File: config.mk
export PLATFORM = sky130hd
export DESIGN_NAME = complex_abs1_argmax
export DESIGN_NICKNAME = d
export VERILOG_FILES = /design/src/design/cabs_pkg.sv /design/src/design/cabs_front.sv /design/src/design/cabs_queue.sv /design/src/design/cabs_back.sv /design/src/design/complex_abs1_argmax.sv
export VERILOG_INCLUDE_DIRS = /design/src /design/src/design
export SDC_FILE = /design/constraint.sdc
export NUM_CORES = 1
export LEC_CHECK = 0
export BUFFER_PORTS_ARGS = -buffer_cell sky130_fd_sc_hd__buf_2
export CAP_MARGIN = 20
export CORE_ASPECT_RATIO = 0.6
export CORE_MARGIN = 2
export CORE_UTILIZATION = 60
export DETAILED_ROUTE_END_ITERATION = 8
export PLACE_DENSITY_LB_ADDON = 0.3
export SYNTH_ARGS = -nofsm -noshare
export SYNTH_HDL_FRONTEND = slang
export SYNTH_SLANG_ARGS = --single-unit
File: constraint.sdc
create_clock -name i_clk -period 38.3 [get_ports i_clk]
set_input_delay 7.66 -clock i_clk [delete_from_list [all_inputs] [get_ports i_clk]]
set_output_delay 7.66 -clock i_clk [all_outputs]
set_load 0.03 [all_outputs]
File: src/design/complex_abs1_argmax_assert.svh
// Assertion macros for the complex 1-norm argmax block.
`ifndef COMPLEX_ABS1_ARGMAX_ASSERT_SVH
`define COMPLEX_ABS1_ARGMAX_ASSERT_SVH
// Implication checked on every rising clock edge outside reset.
`define CA_ASSERT_IMP(lbl, clk, rst_n, a, c) \
    lbl: assert property (@(posedge clk) disable iff (!rst_n) (a) |-> (c)) \
        else $error("assertion failed");
// Next-cycle implication.
`define CA_ASSERT_NXT(lbl, clk, rst_n, a, c) \
    lbl: assert property (@(posedge clk) disable iff (!rst_n) (a) |=> (c)) \
        else $error("assertion failed");
`endif

File: src/design/cabs_pkg.sv
// Shared types, constants and a float helper for the complex 1-norm argmax block.
`timescale 1ns / 1ps
package cabs_pkg;
    localparam int INDEX_BITS = 31;
    localparam logic [INDEX_BITS-1:0] POS_LIMIT = {{(INDEX_BITS-1){1'b1}}, 1'b0};
    localparam int QDEPTH = 4;
    localparam int QPTR = $clog2(QDEPTH);

    typedef struct packed {
        logic [31:0] real_bits;
        logic [31:0] imag_bits;
        logic        last;
    } t_in_req;

    typedef struct packed {
        logic [INDEX_BITS-1:0] index_one_based;
        logic [31:0]           max_modulus_bits;
        logic                  found_valid;
    } t_out_req;

    // Queue entry between front and back: modulus, its position, last flag.
    typedef struct packed {
        logic [31:0]           modulus;
        logic [INDEX_BITS-1:0] pos;
        logic                  last;
    } t_q_req;

    // Positive binary32 add, round to nearest even. Inputs have sign bit clear.
    function automatic logic [31:0] fadd_pos(input logic [31:0] a, input logic [31:0] b);
        logic [31:0] x, y, res;
        logic [7:0]  ex, ey, d;
        logic [23:0] mx, my;
        logic [26:0] sx, sy;
        logic [27:0] s;
        logic        st;
        logic [7:0]  e;
        logic [24:0] m;
        logic        g, r, k;
        if (b[30:0] > a[30:0]) begin x = b; y = a; end else begin x = a; y = b; end
        ex = x[30:23]; ey = y[30:23];
        res = 32'd0;
        if (ex == 8'hFF) begin
            if (x[22:0] != 0) res = 32'h7FC00000;
            else res = 32'h7F800000;
        end else begin
            mx = {(ex != 0), x[22:0]};
            my = {(ey != 0), y[22:0]};
            if (ex == 0) ex = 8'd1;
            if (ey == 0) ey = 8'd1;
            d = ex - ey;
            sx = {mx, 3'b000};
            if (d > 8'd26) begin
                sy = {26'd0, (my != 0)};
            end else begin
                sy = {my, 3'b000} >> d;
                st = (({my, 3'b000} & ((27'd1 << d) - 27'd1)) != 0);
                sy[0] = sy[0] | st;
            end
            s = {1'b0, sx} + {1'b0, sy};
            e = ex;
            if (s[27]) begin
                s = {1'b0, s[27:2], s[1] | s[0]};
                e = e + 8'd1;
            end
            // s[26] set or value subnormal (e==1, no leading one)
            g = s[2]; r = s[1]; k = s[0];
            m = {1'b0, s[26:3]};
            if (g && (r || k || m[0])) m = m + 25'd1;
            if (m[24]) begin
                m = m >> 1;
                e = e + 8'd1;
            end
            if (e == 8'hFF) res = 32'h7F800000;
            else if (!m[23]) res = {1'b0, 8'd0, m[22:0]};
            else res = {1'b0, e, m[22:0]};
        end
        return res;
    endfunction
endpackage

File: src/design/cabs_front.sv
// Front: takes elements, forms the 1-norm modulus and numbers positions.
`timescale 1ns / 1ps
module cabs_front import cabs_pkg::*; (
    input  logic    i_clk,
    input  logic    i_rst_n,
    input  logic    i_valid,
    output logic    o_ready,
    input  t_in_req i_req,
    output logic    o_valid,
    input  logic    i_ready,
    output t_q_req  o_req
);
    logic                  r_valid, n_valid;
    t_q_req                r_req;
    logic [INDEX_BITS-1:0] r_pos, n_pos;
    logic                  w_take;

    assign o_ready = !r_valid || i_ready;
    assign w_take  = i_valid && o_ready;
    assign o_valid = r_valid;
    assign o_req   = r_req;

    always_comb begin
        n_valid = r_valid;
        if (i_ready) n_valid = 1'b0;
        if (w_take) n_valid = 1'b1;
        n_pos = r_pos;
        if (w_take) begin
            if (i_req.last) n_pos = '0;
            else if (r_pos < POS_LIMIT) n_pos = r_pos + 1'b1;
        end
    end

    always_ff @(posedge i_clk) begin
        if (!i_rst_n) begin
            r_valid <= 1'b0;
            r_pos   <= '0;
        end else begin
            r_valid <= n_valid;
            r_pos   <= n_pos;
        end
        if (w_take) begin
            r_req.modulus <= fadd_pos({1'b0, i_req.real_bits[30:0]},
                                      {1'b0, i_req.imag_bits[30:0]});
            r_req.pos     <= r_pos;
            r_req.last    <= i_req.last;
        end
    end
endmodule

File: src/design/cabs_queue.sv
// Short FIFO between the front and back stages.
`timescale 1ns / 1ps
module cabs_queue import cabs_pkg::*; (
    input  logic   i_clk,
    input  logic   i_rst_n,
    input  logic   i_valid,
    output logic   o_ready,
    input  t_q_req i_req,
    output logic   o_valid,
    input  logic   i_ready,
    output t_q_req o_req
);
    t_q_req          r_mem [QDEPTH];
    logic [QPTR-1:0] r_wr, r_rd;
    logic [QPTR:0]   r_cnt;
    logic            w_push, w_pop;

    assign o_ready = (r_cnt != (QPTR+1)'(QDEPTH));
    assign o_valid = (r_cnt != '0);
    assign o_req   = r_mem[r_rd];
    assign w_push  = i_valid && o_ready;
    assign w_pop   = o_valid && i_ready;

    always_ff @(posedge i_clk) begin
        if (!i_rst_n) begin
            r_wr <= '0; r_rd <= '0; r_cnt <= '0;
        end else begin
            if (w_push) r_wr <= r_wr + 1'b1;
            if (w_pop) r_rd <= r_rd + 1'b1;
            r_cnt <= r_cnt + (QPTR+1)'(w_push) - (QPTR+1)'(w_pop);
        end
        if (w_push) r_mem[r_wr] <= i_req;
    end
endmodule

File: src/design/cabs_back.sv
// Back: compares moduli, tracks the best and emits the result on last.
`timescale 1ns / 1ps
module cabs_back import cabs_pkg::*; (
    input  logic     i_clk,
    input  logic     i_rst_n,
    input  logic     i_valid,
    output logic     o_ready,
    input  t_q_req   i_req,
    output logic     o_valid,
    input  logic     i_ready,
    output t_out_req o_req
);
    logic [31:0]           r_best, n_best;
    logic [INDEX_BITS-1:0] r_bpos, n_bpos;
    logic                  r_have, n_have;
    logic                  r_ovalid;
    t_out_req              r_out;
    logic                  w_take, w_nan, w_upd;

    assign o_ready = !r_ovalid || i_ready;
    assign w_take  = i_valid && o_ready;
    assign o_valid = r_ovalid;
    assign o_req   = r_out;
    assign w_nan   = (i_req.modulus[30:23] == 8'hFF) && (i_req.modulus[22:0] != 0);
    // Both positive: bit-pattern order equals value order.
    assign w_upd   = !w_nan && (!r_have || (i_req.modulus[30:0] > r_best[30:0]));

    always_comb begin
        n_best = w_upd ? i_req.modulus : r_best;
        n_bpos = w_upd ? i_req.pos : r_bpos;
        n_have = r_have || w_upd;
    end

    always_ff @(posedge i_clk) begin
        if (!i_rst_n) begin
            r_have   <= 1'b0;
            r_best   <= '0;
            r_bpos   <= '0;
            r_ovalid <= 1'b0;
        end else begin
            if (i_ready) r_ovalid <= 1'b0;
            if (w_take) begin
                if (i_req.last) begin
                    r_ovalid <= 1'b1;
                    r_have   <= 1'b0;
                    r_best   <= '0;
                    r_bpos   <= '0;
                end else begin
                    r_have <= n_have;
                    r_best <= n_best;
                    r_bpos <= n_bpos;
                end
            end
        end
        if (w_take && i_req.last) begin
            r_out.index_one_based  <= n_have ? n_bpos + 1'b1 : INDEX_BITS'(1);
            r_out.max_modulus_bits <= n_have ? n_best : 32'd0;
            r_out.found_valid      <= n_have;
        end
    end
endmodule

File: src/design/complex_abs1_argmax.sv
// Path from an accepted element to a valid result runs through three
// register stages (modulus, queue entry, result register).
// Throughput: one element per cycle while the receiver does not stall; the binary32
// adder and the compare are each one registered stage.
// Reset: synchronous active-low i_rst_n clears the best, the position
// counter, the queue and all valid flags. Result only on a last element.
`timescale 1ns / 1ps
`include "complex_abs1_argmax_assert.svh"
module complex_abs1_argmax import cabs_pkg::*; (
    input  logic     i_clk,
    input  logic     i_rst_n,
    input  logic     i_valid,
    output logic     o_ready,
    input  t_in_req  i_req,
    output logic     o_valid,
    input  logic     i_ready,
    output t_out_req o_req
);
    // front -> queue
    logic   w_fv, w_fr;
    t_q_req w_freq;
    // queue -> back
    logic   w_qv, w_qr;
    t_q_req w_qreq;

    // Front stage: modulus add and position numbering.
    cabs_front u_front (
        .i_clk, .i_rst_n,
        .i_valid(i_valid), .o_ready(o_ready), .i_req(i_req),
        .o_valid(w_fv), .i_ready(w_fr), .o_req(w_freq)
    );

    // Decoupling queue.
    cabs_queue u_queue (
        .i_clk, .i_rst_n,
        .i_valid(w_fv), .o_ready(w_fr), .i_req(w_freq),
        .o_valid(w_qv), .i_ready(w_qr), .o_req(w_qreq)
    );

    // Back stage: running argmax and result register.
    cabs_back u_back (
        .i_clk, .i_rst_n,
        .i_valid(w_qv), .o_ready(w_qr), .i_req(w_qreq),
        .o_valid(o_valid), .i_ready(i_ready), .o_req(o_req)
    );

    // A result with no valid element reports index 1 and zero modulus.
    `CA_ASSERT_IMP(a_none, i_clk, i_rst_n, o_valid && !o_req.found_valid,
        o_req.index_one_based == INDEX_BITS'(1) && o_req.max_modulus_bits == 32'd0)
    // Reported modulus is never NaN nor negative.
    `CA_ASSERT_IMP(a_mod, i_clk, i_rst_n, o_valid,
        !o_req.max_modulus_bits[31] && !(o_req.max_modulus_bits[30:23] == 8'hFF
        && o_req.max_modulus_bits[22:0] != 23'd0))
    // Index is always 1-based.
    `CA_ASSERT_IMP(a_idx, i_clk, i_rst_n, o_valid, o_req.index_one_based != '0)
endmodule

After elaboration in Yosys (flattened, before gate mapping)

Memory sizes are Yosys's and may differ from the RTL's. A register that Yosys moved wholly into a read port is not among the register bits.
Index checks and enable logic that the tools add are counted.

Word-level logic and storage cells: 118
Memories kept: 1
Bits in registers: 232
Memory bits (writable): 256
Output and inout port bits: 66
Bits of input ports: 69

Memories:

| name          | depth | width | rd ports | clocked after memory_dff | write ports | line             | text |
|---|---|---|---|---|---|---|---|
| u_queue.r_mem | 4     | 64    | 1        | 1                        | 1           | cabs_queue.sv:13 | `t_q_req r_mem [QDEPTH];` |

Muxes and demuxes: 48
Equality and inequality tests: 4
Bitwise gates (word level): 3
Shift operators: 2
Reduce and logical (&&, ||, !) cells: 29
Magnitude comparators: 4
$add $sub $neg: 12

Operators by type and width:

| kind                  | number |
|---|---|
| $mux 31               | 9 |
| $mux 27               | 6 |
| $mux 32               | 4 |
| $mux 8                | 12 |
| $mux 25               | 3 |
| $mux 24               | 3 |
| $add 31x1->31 const B | 2 |
| $gt 31x31->1          | 2 |
| $reduce_bool 23->1    | 2 |
| $and 27x32->32        | 1 |
| $reduce_bool 32->1    | 1 |
| $shl 1x8->32 const A  | 1 |
| $sub 32x1->32 const B | 1 |
| $lt 31x31->1 const B  | 1 |
| $add 27x27->28        | 1 |
| $shr 27x8->27         | 1 |
| $add 24x1->25 const B | 1 |
| $eq 8x8->1 const B    | 3 |
| $reduce_bool 24->1    | 1 |
| $mux 23               | 1 |
| $add 8x1->8 const B   | 2 |
| $logic_not 8->1       | 2 |
| $reduce_bool 8->1     | 2 |
| $gt 8x5->1 const B    | 1 |
| other kinds (14)      | 39 |

Depth between registers and ports, before layout

Word-level depth: 34
Gate-level depth with buffers: 58

Cells and area by module

From an unflattened synthesis, not the netlist that was laid out.

Cell total of the unflattened synthesis: 2664
Area total of the unflattened synthesis: 28472.3 sq um

By module, submodules not included:

| module     | area an instance (sq um) | cells each | instances | sequential area each (sq um) |
|---|---|---|---|---|
| cabs_front | 10989.3                  | 1432       | 1         | 2532.4 |
| cabs_queue | 9783.1                   | 382        | 1         | 7867.5 |
| cabs_back  | 7699.9                   | 850        | 1         | 3223.1 |

Least setup slack after synthesis

OpenSTA, ideal clock, no wires.

Path type: input -> register
Start point: input i_req[63] (netlist bit)
End point: register u_front.r_req (netlist bit u_front.o_req[51]), data pin
Path slack: 19.306 ns
Buffers on the path: 7
Stages: 55
Data arrival time: 18.715 ns
Data required time: 38.022 ns
Cell sequence: inv_1 -> ha_1 -> nand4_2 -> or4_4 -> nor2_4 -> a31oi_4 -> nor2_4 -> buf_6 -> clkbuf_1 -> buf_1 -> o211ai_1 -> ha_1 -> fa_1 -> and2b_1 -> o22a_1 -> o211ai_1 -> a221o_1 -> and2_1 -> (+19 left out) -> a31o_2 -> clkbuf_1 -> clkbuf_1 -> a21oi_1 -> ha_1 -> nand2_1 -> nor3b_1 -> nand3_1 -> or4_1 -> nor3_1 -> nand3_1 -> or4_1 -> a211o_2 -> mux2_4 -> o21ai_2 -> nand2b_1 -> buf_6 -> a211oi_1

Longest elaborated chain between the ends: 33
Elaborated cells on any way between the ends: 55

Ends and longest elaborated chain:

| what                                                                   | line                      | text |
|---|---|---|
| start: declaration                                                     | complex_abs1_argmax.sv:14 | `input t_in_req i_req,` |
| parallel branches: the longest is 32 deep, another holds $sub 32x1->32 | --                        |  |
| $mux 32 (*)                                                            | cabs_pkg.sv:42            | `if (ex == 8'hFF) begin` |
| end: declaration                                                       | cabs_front.sv:14          | `t_q_req r_req;` |

Mark *: on every way between the ends. The select of a mux whose other input is x is not followed.
A chain may end at the register's enable or synchronous reset.

Worst setup path in the final report

Ends and elaborated chain as after synthesis.

==> results.yml <==
worst_setup_path:
  required_ns: 38.55
  cp-end-kind: "flip-flop"
  setup.worst_path.start_class: "input pin"
  crit_slowest_cell: "nor2_1"
  arrival_ns: 23.00
  crit_type: "in2reg"
  crit_fanout: 31
  reg2regPathDepth: 22
  cp_slowest_stage_delay_ns: 0.86
logic_synthesis:
  ys.warnings.count: 0
  synth_area_mm2: 0.0270
  async_flop_share: 0
  synth_nets: 2658
  synthFlopType: "edfxtp_1"
  synth_seq_cells: 485
  syn-instance-count: 2481
  avgSynthCellArea_um2: 10.9
  yosys.cell_types.count: 101
  synth_edf_count: 379
  ys_seq_area_frac: 0.500
status:
  status: "completed"
route:
  vias: 21200
  drc: 0
  ant_nets: 0
  first_pass_iters: 8
  wire_per_inst_um: 24.4
  drt_wl_total_um: 78100
  drt-vias-per-instance: 6.63
  drtIter0Drc: 3644
pwr:
  finalPower_mw: 2.02
  swShare: 0.408
  vdd_drop_max_mv: 0.0484
  p_switching_mw: 0.823
  p_comb_frac: 0.434
  power.density_mw_per_mm2: 68.3
  p_int_mw: 1.20
  p_leak_nw: 10.7
  p_clk_frac: 0.200
  p_seq_frac: 0.366
floorplan:
  rows: 60
  initial_core_util: 0.605
  die_area_mm2: 0.0467
  die_h_um: 168
  core-area_mm2: 0.0446
  die_x_um: 278
  io_pins: 135
layout:
  nets: 2755
  fin_util: 0.663
  fin_area_mm2: 0.0296
  syn2layout_area_growth_pct: 9.59
  fillers: 3336
  layout_common_cells: "edfxtp_1, nand2_1, nor2_1"
  drive_gt1_frac: 0.136
  final_common_cell: "edfxtp_1"
global_routing:
  grt_antenna_before_repair: 0
  grt_pass1_vias: 19800
  grt_max_degree: 67
  grt_pass1_wl_um: 119000
  grt_remaining_overflow: 0
  grtUsageTotal: 0.331
timing:
  layout_min_cycle_time_ns: 22.75
  maxSlewViolCount: 0
  clock_skew_ns: 0.0311
  setup_tns_ns: 0
  rsz0062_at_grt: "no"
  hold_viol: 0
  slew_headroom: 0.278
  setup_viol: 0
  hold_ws_ns: 0.461
  worst_pin_slew_ns: 1.08
  min_period_over_period: 0.594
  clock.fmax_ghz: 0.0440
clock_network:
  clock_path_buffers: 3
  worst_skew_pair.late_latency_ns: 0.55
  cts_resized: 0
  path_clk_slew_ns: 0.07
  cts_root_buf: "clkbuf_16"
  cts_tree: "built"
  numCtsBuffers: 41
  cts.sinks: 485
  ctsHtreeMaxLevel: 2
  hold_buffers: 0
  post-cts-setup-buffers: 0
run:
  cap_viol_max_count: 0
place:
  portBuffers: 132
  post-dp-hpwl_um: 56100
  place.gp.congestion: 1.03
  placed_area_mm2: 0.0283
hold_path:
  hold_depth: 0
  hold_class: "reg2reg"
## logic make-up after synthesis
family	synth area share
muxes	0.0785
adders and majority gates	0.0509
xor gates and xnor gates	0.0432
and+or+nand+nor	0.157
DFF	0.500
AOI/OAI and AO/OA	0.139
buffers and inverters	0.0318
## registers in the layout, summed over array words and instances, names as in the netlist, named ones only
register and cells:
u_queue.r_mem 252, u_back.o_req 64, u_front.o_req 63, u_back.r_best 32, u_back.r_bpos 31, u_front.r_pos 31, u_queue.r_cnt 3, u_queue.r_rd 2
u_queue.r_wr 2, u_back.o_valid 1, u_back.r_have 1, u_front.o_valid 1
## routing by layer
| metal | global-route usage | vias to the layer above | routed length [um] |
|---|---|---|---|
| met1 | 0.531 | 10400 | 35800 |
| met4 | 0.0512 | 0 | 1060 |
| met3 | 0.0920 | 103 | 9870 |
| met2 | 0.448 | 1256 | 31400 |
| met5 | 0 | - | 0 |
| li1 | - | 9486 | - |
## critical path: cells and delay by family
family / cells / cell delay (ns)
AOI/OAI and AO/OA: 17 / 5.86
and+or+nand+nor: 20 / 7.04
adders and majority gates: 5 / 1.89
buffers and inverters: 2 / 0.17
muxes: 1 / 0.33
## power by group through the flow
stage | Sequential [mW] | Clock, mW | Combinational [mW]
3_5_place_dp | 0.748 | 0 | 0.845
3_3_place_gp | 0.742 | 0 | 0.829
4_1_cts | 0.738 | 0.406 | 0.851
2_1_floorplan | 0.799 | 0 | 0.530
5_1_grt | 0.748 | 0.427 | 0.935
6_report | 0.739 | 0.403 | 0.876
## layout make-up
class	instances	area [um2]	area share
repair buffers	165	928	0.0314
inverters	107	402	0.0136
well taps	589	737	0.0249
diodes	1	2.50	0.0000846
flip-flops and latches	485	13500	0.457
clock inverters	10	91.3	0.00309
clock buffers	65	1170	0.0395
multi-input cells	1778	12700	0.431
## cell usage after synthesis, types with 22 or more instances
master	number	area (um2)
nand4_1	31	194
a21oi_1	137	686
dfxtp_1	106	2120
nand3_1	73	365
nand2_1	257	965
nor3_1	45	225
clkbuf_1	77	289
a22oi_1	79	593
and3_1	44	275
nor2b_1	70	438
xnor2_1	62	543
a211oi_1	22	165
o21ai_0	89	445
inv_1	106	398
nor4_1	29	181
ha_1	105	1310
xor2_1	71	622
a21o_1	31	233
mux2i_1	56	561
and2_1	29	181
nor2_1	193	724
mux4_2	63	1420
edfxtp_1	379	11400
## stage by stage
step                      worst slack (ns)  instances
after floorplan                      19.31       2481
after global placement               15.74       3123
after detailed placement             15.77       3123
after CTS                            16.30       3198
after global routing                 14.95       3199
final                                15.55       3200
## path summary, 6_finish.rpt
check                    start  slack [ns]                 to
min reg2reg  u_front.r_pos[29]        0.46  u_front.o_req[30]
max reg2reg          flip-flop       31.07   u_back.o_req[63]
min          u_front.r_pos[29]        0.46  u_front.o_req[30]
max                  i_req[63]       15.55  u_front.o_req[51]
No activity file was read; power rests on OpenSTA's default activity.
